--- src/rtl/accel_gesture_rep_counter_defines.svh ---
// ----------------------------------------------------------------------------
// Assertion macros for the gesture repetition counter
// Shared property wrappers; each expects clk and rst_n in scope.
// ----------------------------------------------------------------------------
`ifndef ACCEL_GESTURE_REP_COUNTER_DEFINES_SVH
`define ACCEL_GESTURE_REP_COUNTER_DEFINES_SVH

// Same-cycle implication, checked outside reset.
`define AGRC_ASSERT_IMP(label, ante, cons, msg) \
  label: assert property (@(posedge clk) disable iff (!rst_n) (ante) |-> (cons)) \
    else $error(msg);

// Next-cycle implication, checked outside reset.
`define AGRC_ASSERT_NXT(label, ante, cons, msg) \
  label: assert property (@(posedge clk) disable iff (!rst_n) (ante) |=> (cons)) \
    else $error(msg);

`endif

--- src/rtl/agrc_pkg.sv ---
// ----------------------------------------------------------------------------
// agrc_pkg
// Types, constants and conversion functions for the gesture repetition counter.
// ----------------------------------------------------------------------------
`timescale 1ns / 1ps

package agrc_pkg;

  // Default number of strokes that make one repetition.
  localparam int STROKES_PER_REP_DEF = 4;

  // Reset values of the threshold registers.
  localparam logic [7:0] LOW_THR_RST  = 8'd20;
  localparam logic [7:0] HIGH_THR_RST = 8'd80;

  // Depth of the queue between the front and the back.
  localparam int QDEPTH = 2;

  // Axis indices into pose vectors.
  localparam logic [1:0] AXIS_X = 2'd0;
  localparam logic [1:0] AXIS_Y = 2'd1;
  localparam logic [1:0] AXIS_Z = 2'd2;

  // Milli-g weight of bits 0 to 6 of the absolute axis value.
  localparam logic [9:0] AXIS_WEIGHT [7] = '{10'd16, 10'd31, 10'd63, 10'd125,
                                              10'd250, 10'd500, 10'd1000};

  // Reciprocal of ten in 19 fractional bits, exact for sums below 43690.
  localparam logic [15:0] RECIP10 = 16'd52429;

  // Configuration register indices.
  typedef enum logic [1:0] {
    CFG_PATTERN  = 2'd0,
    CFG_LOW_THR  = 2'd1,
    CFG_HIGH_THR = 2'd2
  } cfg_index_t;

  // Gesture patterns.
  typedef enum logic [1:0] {
    PAT_NONE = 2'd0,
    PAT_Y_Z  = 2'd1,
    PAT_X_Z  = 2'd2,
    PAT_X_Y  = 2'd3
  } pattern_t;

  // A configuration write as seen by the front and the back.
  typedef struct packed {
    logic       en;
    logic [1:0] index;
    logic [7:0] data;
  } cfg_wr_t;

  // One classified sample on its way from the front to the back.
  typedef struct packed {
    logic [7:0] level_x;
    logic [7:0] level_y;
    logic [7:0] level_z;
    logic [2:0] pose;
  } q_item_t;

  // Weighted milli-g sum of one raw axis byte.
  function automatic logic [10:0] axis_sum(input logic [7:0] raw);
    logic [7:0]  mag;
    logic [10:0] sum;
    mag = raw[7] ? (~raw + 8'd1) : raw;
    sum = '0;
    for (int i = 0; i < 7; i++) begin
      if (mag[i]) begin
        sum = sum + 11'(AXIS_WEIGHT[i]);
      end
    end
    return sum;
  endfunction

  // Division of a weighted sum by ten through the reciprocal.
  function automatic logic [7:0] div10(input logic [10:0] sum);
    logic [26:0] prod;
    prod = 27'(sum) * 27'(RECIP10);
    return prod[26:19];
  endfunction

endpackage

--- src/rtl/accel_gesture_rep_counter.sv ---
// ----------------------------------------------------------------------------
// accel_gesture_rep_counter
// Path: an accepted sample passes the front stage register, a queue entry and
// the result register. Throughput: one item per cycle while out_tready is high;
// the front stage, the two-entry queue and the output register each hand on an
// item per cycle, so the rate is set by the stroke update in the back.
// Reset: rst_n low at a clock edge clears all items in flight, the counters and
// the expected pose, and sets pattern 0, low threshold 20, high threshold 80.
// ----------------------------------------------------------------------------
`timescale 1ns / 1ps

module accel_gesture_rep_counter
  import agrc_pkg::*;
#(
  parameter int STROKES_PER_REP = STROKES_PER_REP_DEF
) (
  input  logic        clk,
  input  logic        rst_n,
  // Configuration write port
  input  logic        cfg_wr_en,
  input  logic [1:0]  cfg_addr,
  input  logic [7:0]  cfg_wdata,
  // Sample input
  input  logic        in_tvalid,
  output logic        in_tready,
  input  logic [23:0] in_tdata,   // raw_x[7:0], raw_y[15:8], raw_z[23:16]
  // Result output
  output logic        out_tvalid,
  input  logic        out_tready,
  output logic [39:0] out_tdata   // level_x[7:0], level_y[15:8], level_z[23:16],
                                  // stroke_accepted[24], rep_done[25],
                                  // strokes_now[29:26], reps_now[37:30], zero[39:38]
);

  cfg_wr_t cfg_wr;
  logic    push_valid, push_ready;
  q_item_t push_item;
  logic    pop_valid, pop_ready;
  q_item_t pop_item;

  // Configuration write bundle for both halves.
  assign cfg_wr = '{en: cfg_wr_en, index: cfg_addr, data: cfg_wdata};

  agrc_front u_front (
    .clk        (clk),
    .rst_n      (rst_n),
    .cfg_wr     (cfg_wr),
    .in_valid   (in_tvalid),
    .in_ready   (in_tready),
    .in_data    (in_tdata),
    .push_valid (push_valid),
    .push_ready (push_ready),
    .push_item  (push_item)
  );

  agrc_queue u_queue (
    .clk        (clk),
    .rst_n      (rst_n),
    .push_valid (push_valid),
    .push_ready (push_ready),
    .push_item  (push_item),
    .pop_valid  (pop_valid),
    .pop_ready  (pop_ready),
    .pop_item   (pop_item)
  );

  agrc_back #(
    .STROKES_PER_REP (STROKES_PER_REP)
  ) u_back (
    .clk       (clk),
    .rst_n     (rst_n),
    .cfg_wr    (cfg_wr),
    .pop_valid (pop_valid),
    .pop_ready (pop_ready),
    .pop_item  (pop_item),
    .out_valid (out_tvalid),
    .out_ready (out_tready),
    .out_data  (out_tdata)
  );

endmodule

--- src/rtl/agrc_front.sv ---
// ----------------------------------------------------------------------------
// agrc_front
// Accepts samples, converts the axes to levels and classifies the poses.
// ----------------------------------------------------------------------------
`timescale 1ns / 1ps

module agrc_front
  import agrc_pkg::*;
(
  input  logic        clk,
  input  logic        rst_n,
  input  cfg_wr_t     cfg_wr,
  input  logic        in_valid,
  output logic        in_ready,
  input  logic [23:0] in_data,
  output logic        push_valid,
  input  logic        push_ready,
  output q_item_t     push_item
);

  logic        s1_valid_r, s1_valid_nxt;
  logic [10:0] sum_x_r, sum_y_r, sum_z_r;
  logic [7:0]  low_thr_r, low_thr_nxt;
  logic [7:0]  high_thr_r, high_thr_nxt;
  logic [7:0]  lvl_x, lvl_y, lvl_z;
  logic [2:0]  active, quiet;
  logic        take;

  // The stage takes a new item when empty or when its item moves on.
  assign in_ready   = !s1_valid_r || push_ready;
  assign take       = in_valid && in_ready;
  assign push_valid = s1_valid_r;

  always_comb begin
    s1_valid_nxt = take ? 1'b1 : (push_ready ? 1'b0 : s1_valid_r);
  end

  // Threshold registers.
  always_comb begin
    low_thr_nxt  = low_thr_r;
    high_thr_nxt = high_thr_r;
    if (cfg_wr.en) begin
      case (cfg_wr.index)
        CFG_LOW_THR:  low_thr_nxt  = cfg_wr.data;
        CFG_HIGH_THR: high_thr_nxt = cfg_wr.data;
        default: ;
      endcase
    end
  end

  always_ff @(posedge clk) begin
    if (!rst_n) begin
      s1_valid_r <= 1'b0;
      low_thr_r  <= LOW_THR_RST;
      high_thr_r <= HIGH_THR_RST;
    end else begin
      s1_valid_r <= s1_valid_nxt;
      low_thr_r  <= low_thr_nxt;
      high_thr_r <= high_thr_nxt;
    end
  end

  // Weighted sums are registered on acceptance.
  always_ff @(posedge clk) begin
    if (take) begin
      sum_x_r <= axis_sum(in_data[7:0]);
      sum_y_r <= axis_sum(in_data[15:8]);
      sum_z_r <= axis_sum(in_data[23:16]);
    end
  end

  // Levels and pose classification of the staged item.
  always_comb begin
    lvl_x  = div10(sum_x_r);
    lvl_y  = div10(sum_y_r);
    lvl_z  = div10(sum_z_r);
    active = {lvl_z > high_thr_r, lvl_y > high_thr_r, lvl_x > high_thr_r};
    quiet  = {lvl_z < low_thr_r, lvl_y < low_thr_r, lvl_x < low_thr_r};
    push_item.level_x = lvl_x;
    push_item.level_y = lvl_y;
    push_item.level_z = lvl_z;
    push_item.pose[AXIS_X] = active[AXIS_X] && quiet[AXIS_Y] && quiet[AXIS_Z];
    push_item.pose[AXIS_Y] = active[AXIS_Y] && quiet[AXIS_X] && quiet[AXIS_Z];
    push_item.pose[AXIS_Z] = active[AXIS_Z] && quiet[AXIS_X] && quiet[AXIS_Y];
  end

endmodule

--- src/rtl/agrc_queue.sv ---
// ----------------------------------------------------------------------------
// agrc_queue
// Short first-in first-out queue of classified items between front and back.
// ----------------------------------------------------------------------------
`timescale 1ns / 1ps

module agrc_queue
  import agrc_pkg::*;
(
  input  logic    clk,
  input  logic    rst_n,
  input  logic    push_valid,
  output logic    push_ready,
  input  q_item_t push_item,
  output logic    pop_valid,
  input  logic    pop_ready,
  output q_item_t pop_item
);

  localparam int PW = (QDEPTH > 1) ? $clog2(QDEPTH) : 1;
  localparam int CW = $clog2(QDEPTH + 1);

  q_item_t       mem_r [QDEPTH];
  logic [PW-1:0] wr_ptr_r, wr_ptr_nxt;
  logic [PW-1:0] rd_ptr_r, rd_ptr_nxt;
  logic [CW-1:0] count_r, count_nxt;
  logic          push, pop;

  assign push_ready = (count_r != CW'(QDEPTH));
  assign pop_valid  = (count_r != '0);
  assign push       = push_valid && push_ready;
  assign pop        = pop_valid && pop_ready;
  assign pop_item   = mem_r[rd_ptr_r];

  // Pointer and fill count update, wrapping at the depth.
  always_comb begin
    wr_ptr_nxt = wr_ptr_r;
    rd_ptr_nxt = rd_ptr_r;
    count_nxt  = count_r;
    if (push) begin
      wr_ptr_nxt = (wr_ptr_r == PW'(QDEPTH - 1)) ? '0 : wr_ptr_r + PW'(1);
    end
    if (pop) begin
      rd_ptr_nxt = (rd_ptr_r == PW'(QDEPTH - 1)) ? '0 : rd_ptr_r + PW'(1);
    end
    if (push && !pop) begin
      count_nxt = count_r + CW'(1);
    end else if (pop && !push) begin
      count_nxt = count_r - CW'(1);
    end
  end

  always_ff @(posedge clk) begin
    if (!rst_n) begin
      wr_ptr_r <= '0;
      rd_ptr_r <= '0;
      count_r  <= '0;
    end else begin
      wr_ptr_r <= wr_ptr_nxt;
      rd_ptr_r <= rd_ptr_nxt;
      count_r  <= count_nxt;
    end
  end

  // Entry storage.
  always_ff @(posedge clk) begin
    if (push) begin
      mem_r[wr_ptr_r] <= push_item;
    end
  end

endmodule

--- src/rtl/agrc_back.sv ---
// ----------------------------------------------------------------------------
// agrc_back
// Matches poses against the pattern, counts strokes and repetitions.
// ----------------------------------------------------------------------------
`timescale 1ns / 1ps

`include "accel_gesture_rep_counter_defines.svh"

module agrc_back
  import agrc_pkg::*;
#(
  parameter int STROKES_PER_REP = STROKES_PER_REP_DEF
) (
  input  logic        clk,
  input  logic        rst_n,
  input  cfg_wr_t     cfg_wr,
  input  logic        pop_valid,
  output logic        pop_ready,
  input  q_item_t     pop_item,
  output logic        out_valid,
  input  logic        out_ready,
  output logic [39:0] out_data
);

  localparam logic [3:0] STROKES_LIM = 4'(STROKES_PER_REP);

  pattern_t    pattern_r, pattern_nxt;
  logic        expect_r, expect_nxt;
  logic [3:0]  stroke_r, stroke_nxt;
  logic [7:0]  rep_r, rep_nxt;
  logic        out_valid_r, out_valid_nxt;
  logic [7:0]  out_lx_r, out_ly_r, out_lz_r;
  logic        out_acc_r, out_done_r;
  logic [3:0]  out_strokes_r;
  logic [7:0]  out_reps_r;
  logic        pop;
  logic [1:0]  first_axis, second_axis, target;
  logic        hit, wrap;
  logic [3:0]  stroke_inc;

  // An item leaves the queue when the output register is free or drains.
  assign pop_ready = !out_valid_r || out_ready;
  assign pop       = pop_valid && pop_ready;
  assign out_valid = out_valid_r;
  assign out_data  = {2'b00, out_reps_r, out_strokes_r, out_done_r, out_acc_r,
                      out_lz_r, out_ly_r, out_lx_r};

  // Pose expected next under the selected pattern.
  always_comb begin
    case (pattern_r)
      PAT_Y_Z: begin
        first_axis  = AXIS_Y;
        second_axis = AXIS_Z;
      end
      PAT_X_Z: begin
        first_axis  = AXIS_X;
        second_axis = AXIS_Z;
      end
      PAT_X_Y: begin
        first_axis  = AXIS_X;
        second_axis = AXIS_Y;
      end
      default: begin
        first_axis  = AXIS_X;
        second_axis = AXIS_X;
      end
    endcase
    target     = expect_r ? second_axis : first_axis;
    hit        = (pattern_r != PAT_NONE) && pop_item.pose[target];
    stroke_inc = stroke_r + 4'd1;
    wrap       = (stroke_inc >= STROKES_LIM);
  end

  // Stroke and repetition state; a pattern write clears the strokes and expected pose, not the repetitions.
  always_comb begin
    pattern_nxt = pattern_r;
    expect_nxt  = expect_r;
    stroke_nxt  = stroke_r;
    rep_nxt     = rep_r;
    if (cfg_wr.en && (cfg_wr.index == CFG_PATTERN)) begin
      pattern_nxt = pattern_t'(cfg_wr.data[1:0]);
      expect_nxt  = 1'b0;
      stroke_nxt  = '0;
    end else if (pop && hit) begin
      expect_nxt = !expect_r;
      stroke_nxt = wrap ? 4'd0 : stroke_inc;
      rep_nxt    = wrap ? rep_r + 8'd1 : rep_r;
    end
    out_valid_nxt = pop ? 1'b1 : (out_ready ? 1'b0 : out_valid_r);
  end

  always_ff @(posedge clk) begin
    if (!rst_n) begin
      pattern_r   <= PAT_NONE;
      expect_r    <= 1'b0;
      stroke_r    <= '0;
      rep_r       <= '0;
      out_valid_r <= 1'b0;
    end else begin
      pattern_r   <= pattern_nxt;
      expect_r    <= expect_nxt;
      stroke_r    <= stroke_nxt;
      rep_r       <= rep_nxt;
      out_valid_r <= out_valid_nxt;
    end
  end

  // Result register, loaded as an item leaves the queue.
  always_ff @(posedge clk) begin
    if (pop) begin
      out_lx_r      <= pop_item.level_x;
      out_ly_r      <= pop_item.level_y;
      out_lz_r      <= pop_item.level_z;
      out_acc_r     <= hit;
      out_done_r    <= hit && wrap;
      out_strokes_r <= stroke_nxt;
      out_reps_r    <= rep_nxt;
    end
  end

  // The stroke count never reaches the repetition length.
  `AGRC_ASSERT_IMP(a_stroke_below_lim, out_valid_r, out_strokes_r < STROKES_LIM, "stroke count overrun")

  // A finished repetition is an accepted stroke that restarts the count.
  `AGRC_ASSERT_IMP(a_done_restarts, out_valid_r && out_done_r, out_acc_r && (out_strokes_r == 4'd0), "repetition without restart")

  // Each matched pose flips the expected pose.
  `AGRC_ASSERT_NXT(a_expect_toggles, pop && hit && !cfg_wr.en, expect_r != $past(expect_r), "expectation did not toggle")

  // Without a match the repetition count holds.
  `AGRC_ASSERT_NXT(a_rep_holds, pop && !hit && !cfg_wr.en, $stable(rep_r), "repetition count moved without a stroke")

endmodule
--- config.mk ---
export PLATFORM = sky130hd
export DESIGN_NAME = accel_gesture_rep_counter
export DESIGN_NICKNAME = d
export VERILOG_FILES = /design/src/rtl/agrc_pkg.sv /design/src/rtl/accel_gesture_rep_counter.sv /design/src/rtl/agrc_front.sv /design/src/rtl/agrc_queue.sv /design/src/rtl/agrc_back.sv
export VERILOG_INCLUDE_DIRS = /design/src /design/src/rtl
export SDC_FILE = /design/constraint.sdc
export NUM_CORES = 1
export LEC_CHECK = 0
export BUFFER_PORTS_ARGS = -buffer_cell sky130_fd_sc_hd__buf_2
export CAP_MARGIN = 25
export CORE_UTILIZATION = 53
export DETAILED_ROUTE_END_ITERATION = 8
export PLACE_DENSITY = 0.7
export SKIP_CTS_REPAIR_TIMING = 1
export SLEW_MARGIN = 30
export SYNTH_ARGS = -nofsm -noshare
export SYNTH_HDL_FRONTEND = slang
export SYNTH_HIERARCHICAL = 1
export SYNTH_SLANG_ARGS = --single-unit
--- constraint.sdc ---
create_clock -name clk -period 12 [get_ports clk]
set_input_delay 1.2 -clock clk [delete_from_list [all_inputs] [get_ports clk]]
set_output_delay 1.2 -clock clk [all_outputs]
set_load 0.02 [all_outputs]
==> results of run 1 <==
-- per-layer routing --
metal  global-route usage  up-vias  wire length, um
li1                     -     5903                -
met1                0.273     5553            15600
met2                0.378      203            16200
met3               0.0369       38             1140
met4               0.0602        0              674
met5                    0        -                0
-- stage by stage --
stage	cell area (um2)	hold WS (ns)	setup slack (ns)	utilization	std cells
detailed placement	17900	0.492	5.13	0.565	2140
finish	18500	0.496	5.08	0.583	2172
global route	18500	0.521	4.62	0.583	2172
floorplan	17200	0.464	5.83	-	1683
global placement	17900	0.477	5.31	0.565	2140
CTS	18500	0.502	5.10	0.583	2172
-- placed cells by master, fill, tap and decap left out, types with 4 or more instances in the layout --
master	instances
inv_1	329
ha_1	293
edfxtp_1	125
fa_1	114
buf_2	78
nand2_1	78
nor2_1	63
a21oi_1	52
xnor2_1	52
o21ai_0	44
dfxtp_1	38
mux2_2	35
nand2b_1	32
mux2i_1	32
xor2_1	32
nor2b_1	27
nand3_1	24
a21o_1	23
clkbuf_16	18
and2_1	14
o21a_1	14
nand4_1	13
nor3_1	12
or3_1	11
and3_1	10
o211ai_1	10
a31oi_1	10
nand3b_1	9
a211oi_1	9
nor3_4	6
o21ai_1	6
nor3b_1	6
and4_1	5
a21boi_0	5
a2111oi_0	5
o31ai_1	5
inv_6	4
buf_4	4
or2_2	4
-- worst max path at each step --
stage | from | end | cells after the start
5_1_grt | u_front/sum_z_r[9]$_DFFE_PP_ | u_queue/mem_r[1][1]$_DFFE_PP_ | 25
6_report | u_front/sum_z_r[5]$_DFFE_PP_ | u_queue/mem_r[0][1]$_DFFE_PP_ | 23
3_5_place_dp | u_front/sum_z_r[5]$_DFFE_PP_ | u_queue/mem_r[0][1]$_DFFE_PP_ | 23
2_1_floorplan | u_front/sum_x_r[5]$_DFFE_PP_ | u_queue/mem_r[0][2]$_DFFE_PP_ | 24
4_1_cts | u_front/sum_z_r[5]$_DFFE_PP_ | u_queue/mem_r[0][1]$_DFFE_PP_ | 23
3_3_place_gp | u_front/sum_z_r[5]$_DFFE_PP_ | u_queue/mem_r[0][1]$_DFFE_PP_ | 23
-- flip-flops by register name, indices dropped and copies added, names as in the netlist, 2 cells and up, named ones only --
register,flops
u_front/sum_y_r,11
u_back/pattern_r,2
u_back/rep_r,8
u_back/out_lz_r,8
u_back/stroke_r,4
u_queue/mem_r,54
u_back/out_strokes_r,4
u_front/high_thr_r,8
u_back/out_reps_r,8
u_back/out_ly_r,8
u_front/sum_z_r,11
u_front/low_thr_r,8
u_back/out_lx_r,8
u_front/sum_x_r,11
u_queue/count_r,2
-- critical path: stages, from the launching register on --
cell,delay (ns)
edfxtp_1,0.50
ha_1,0.37
fa_1,0.53
inv_1,0.09
fa_1,0.49
fa_1,0.43
fa_1,0.49
inv_1,0.04
ha_1,0.33
a21o_1,0.17
a211oi_1,0.31
nand3b_1,0.11
a21oi_1,0.15
a211oi_1,0.11
o41ai_1,0.78
o211ai_1,0.27
a21oi_1,0.23
xnor2_1,0.22
ha_1,0.33
and4_1,0.23
a22oi_1,0.21
nand3_1,0.10
a31oi_1,0.13
and2_1,0.15
-- kinds of logic after synthesis --
group,share of synthesized area
flip-flops,0.263
AND/OR/NAND/NOR,0.115
other,0.000219
AO/OA/AOI/OAI,0.103
XOR/XNOR,0.0453
adder cells (fa/ha/maj),0.348
buffers and inverters,0.0810
multiplexers,0.0445
-- area by class of cell --
class	count	area share
inverter	329	0.0667
clock buffer	19	0.0245
multi-input combinational	1164	0.609
timing repair buffer	82	0.0227
tap	402	0.0272
sequential	163	0.244
clock inverter	13	0.00602
==> out/results.ini, run 1 <==
[cts]
clockRootBuffer = clkbuf_16
cts.sinks = 163
cts_buffers = 17
clockBufferDepth = 2
cts-htree-levels = 4
cts_tree = built
clk_pin_slew_ns = 0.07
worstSkewPairLatency_ns = 0.43

[logic_synthesis]
synth_top_area_frac = 0.219
synth_commonest_cells = 329 x inv_1, 293 x ha_1, 125 x edfxtp_1
synth-seq-cells = 163
synth_cells = 1682
ys_types = 106
avgSynthCellArea_um2 = 10.2
synth.most_common_cell = inv_1
synth-edff-count = 125
ys_async_sr_fraction = 0
ys_seq_area_frac = 0.263
synth_area_leaders = edfxtp_1 22%, ha_1 21%, fa_1 13%
yosys.area.top_type = edfxtp_1
ys_warn_count = 6
netlist_area_mm2 = 0.0172
synthFlopType = edfxtp_1

[global_routing]
grt_max_degree = 40
grt_use_total = 0.216
grt_overflow = 0
grt_pass1_vias = 12100
grt_pass1_wl_um = 57400
antenna_found_initial = 0

[timing]
min_period_ns = 6.92
rsz0062_at_grt = false
slew_headroom = 0.409
fin_tns_setup_ns = 0
slew_viol_final = 0
max_clock_freq_mhz = 144
setup_viol = 0
hold_violations = 0
skew_ns = 0.0139
tightest_slew_ns = 0.887
fin_crit_sh = 0.577

[final_layout]
fillers = 2700
area_delta_synth_final_pct = 7.86
multi_input_area_mm2 = 0.0113
layout.nets = 2203
antenna_cells = 0
drive_gt1_frac = 0.111
ff_latch_area_mm2 = 0.00451

[worst_setup_path]
startpoint_type = flop
cp_data_arrival_time_ns = 7.22
critical_path_required_ns = 12.29
r2r_slack_ns = 5.08
critPathMaxFanout = 5
crit_type = reg -> reg
rr_endpoint = u_queue/mem_r[0][1]$_DFFE_PP_
rr_startpoint = u_front/sum_z_r[5]$_DFFE_PP_
r2r_cells = 23
endpoint_kind = flop

[route]
wl_per_cell_um = 15.5
routed_wirelength_um = 33600
dr.pass1.iters = 5
drcViolationCount = 0
ant_nets = 0
via_count = 11700
drtIter0Drc = 486
routed_via_density = 5.39

[placed_design]
io_buffers = 78
dp_hpwl_um = 27700
gp_congestion = 0.863

[flow_run]
maxCapViolations = 0

[die]
ioPinCount = 81
start_util = 0.541
die_area_mm2 = 0.0331
dieWidth_um = 182
num_rows = 65
fp.coreArea_mm2 = 0.0317
die_h_um = 182

[outcome]
status = finished clean

[hold_path]
hold_depth = 2
min_from = u_back/rep_r[7]$_SDFF_PN0_
hp-class = reg -> reg
hold_end = u_back/rep_r[7]$_SDFF_PN0_

Power of run 1 is not shown: default switching activity piles up to over one toggle a cycle in this logic, so the estimate is an artifact.
==> run 2: changes to the inputs <==
==> constraint.sdc (replaced) <==
create_clock -name clk -period 6.95 [get_ports clk]
set_input_delay 0.695 -clock clk [delete_from_list [all_inputs] [get_ports clk]]
set_output_delay 0.695 -clock clk [all_outputs]
set_load 0.02 [all_outputs]
==> run 2 against run 1 <==
Critical path depth is 1 higher. Maximum frequency is 4.9% higher. Critical path type unchanged. First-iteration DRC count is 27% higher. Worst setup slack worse by 4.7 ns. Worst hold slack better by 0.00055 ns.
==> out/results.ini, run 2 (same netlist as run 1, synthesis figures left out) <==
[timing]
fin_crit_sh = 0.950  ; +0.373
slew_headroom = 0.361  ; -0.0477
setup_viol = 0  ; unchanged
skew_ns = 0.0134  ; -0.000557 ns
max_clock_freq_mhz = 151  ; +4.9%
setup_slack_ns = 0.349  ; -4.73 ns
min_period_ns = 6.60  ; -0.321 ns
hold_ws_ns = 0.497  ; +0.000550 ns
hold_violations = 0  ; unchanged
slew_viol_final = 0  ; unchanged
tightest_slew_ns = 0.955  ; +0.0683 ns

[cts]
clockBufferDepth = 2  ; unchanged
cts-htree-levels = 4  ; unchanged
worstSkewPairLatency_ns = 0.44  ; about the same
cts_tree = built
clockRootBuffer = clkbuf_16
clk_pin_slew_ns = 0.08  ; about the same
cts_buffers = 17  ; unchanged
cts.sinks = 163  ; unchanged

[global_routing]
grt_pass1_vias = 12100  ; +0.72%
grt_use_total = 0.214  ; -0.00178
grt_pass1_wl_um = 57200  ; -0.19%
grt_max_degree = 40  ; unchanged
antenna_found_initial = 0  ; unchanged
grt_overflow = 0  ; unchanged

[final_layout]
largest_register_ffs = 54  ; unchanged
area_delta_synth_final_pct = 8.46
final_cell_mix = 329 x inv_1, 293 x ha_1, 125 x edfxtp_1, 114 x fa_1
drive_gt1_frac = 0.117  ; +0.00632
layout.cells.most_common = inv_1
antenna_cells = 0  ; unchanged
fin_cells = 2179  ; +0.32%
layout.nets = 2210  ; +0.32%
largest_register = u_queue/mem_r

[worst_setup_path]
rr_startpoint = u_front/sum_x_r[9]$_DFFE_PP_
crit_family = adder cells
cp_data_arrival_time_ns = 6.89  ; -0.33 ns
slowest_delay_ns = 0.59  ; -0.19 ns
r2r_slack_ns = 0.35  ; -4.73 ns
critPathMaxFanout = 4  ; -1
critical_path_required_ns = 7.24  ; -5.05 ns
path_buf_inv = 4  ; +2
crit_type = reg -> reg
endpoint_kind = flop
rr_endpoint = u_queue/mem_r[1][2]$_DFFE_PP_
r2r_cells = 24  ; +4.3%
cp_cell_sequence = inv_1, ha_1, fa_1, fa_1, inv_1, fa_1, inv_1, fa_1, inv_1, ha_1, and3_1, o211a_1, a221o_1, a21o_1, a221oi_2, nor3b_1, o21ai_1, a21oi_1, a31oi_2, ha_1, and4_1, a21oi_1, and3_1, o2111a_1
startpoint_type = flop
cp_slowest_cell = fa_1

[die]
ioPinCount = 81  ; unchanged
start_util = 0.541  ; unchanged
die_h_um = 182  ; unchanged
dieWidth_um = 182  ; unchanged
num_rows = 65  ; unchanged
fp.coreArea_mm2 = 0.0317  ; unchanged
die_area_mm2 = 0.0331  ; unchanged

[placed_design]
dp_hpwl_um = 27400  ; -1.2%
io_buffers = 78  ; unchanged
pre_cts_ws_ns = 0.230  ; -4.90 ns
dp_cells = 2145  ; +0.23%
gp_congestion = 0.871  ; +0.99%

[route]
wl_per_cell_um = 15.4  ; -0.19%
routed_via_density = 5.37  ; -0.22%
drtIter0Drc = 618  ; +27%
via_count = 11700  ; +0.10%
routed_wirelength_um = 33600  ; +0.13%
drcViolationCount = 0  ; unchanged
dr.pass1.iters = 4  ; -1
ant_nets = 0  ; unchanged

[hold_path]
hold_depth = 2  ; unchanged
hp-class = reg -> reg
min_from = u_back/rep_r[7]$_SDFF_PN0_
hold_end = u_back/rep_r[7]$_SDFF_PN0_

[outcome]
status = finished clean

[flow_run]
maxCapViolations = 0  ; unchanged

run 2: cell count changes in the layout (fill, tap and decap cells not counted), sizes merged:
| cell | delta |
|---|---|
| clkbuf | -1 |
| buf | +7 |
| inv | +3 |
| clkinvlp | -1 |
| clkinv | -1 |
run 2: through the flow:
step                      utilization  setup TNS (ns)  area [um2]
after floorplan                     -               0       17200
after global placement          0.566               0       18000
after detailed placement        0.566               0       18000
after CTS                       0.585               0       18600
after global routing            0.587         -0.0412       18600
final                           0.587               0       18600
run 2: metal layers:
layer | wire, um | part of all wire | track usage | vias to the layer above
li1 | - | - | - | 5913
met1 | 16000 | 0.48 | 0.283 | 5586
met2 | 16200 | 0.48 | 0.374 | 185
met3 | 1040 | 0.031 | 0.0253 | 25
met4 | 409 | 0.012 | 0.0491 | 0
met5 | 0 | 0 | 0 | -
run 2: cell type report:
class / instances / area, um2
fill: 2666 / 13100
multi-input combinational: 1164 / 11300
sequential: 163 / 4510
inverter: 329 / 1230
tap: 402 / 503
timing repair buffer: 89 / 473
clock buffer: 18 / 450
clock inverter: 14 / 151
run 2: tightest hold or removal path: stages (launching register included):
cell and delay (ns):
dfxtp_1 0.33, nand2_1 0.07, mux2i_1 0.06
run 2: how the worst max path moves through the flow:
stage	startpoint	to	slack, ns	depth (start not counted)
4_1_cts	u_front/sum_x_r[5]$_DFFE_PP_	u_queue/mem_r[1][2]$_DFFE_PP_	0.14	24
3_5_place_dp	u_front/sum_x_r[5]$_DFFE_PP_	u_queue/mem_r[0][2]$_DFFE_PP_	0.23	24
3_3_place_gp	u_front/sum_x_r[5]$_DFFE_PP_	u_queue/mem_r[0][2]$_DFFE_PP_	0.44	24
6_report	u_front/sum_x_r[9]$_DFFE_PP_	u_queue/mem_r[1][2]$_DFFE_PP_	0.35	24
2_1_floorplan	u_front/sum_x_r[5]$_DFFE_PP_	u_queue/mem_r[0][2]$_DFFE_PP_	0.78	24
5_1_grt	u_front/sum_x_r[9]$_DFFE_PP_	u_queue/mem_r[0][2]$_DFFE_PP_	-0.02	24
Power of run 2 is left out for the same reason.
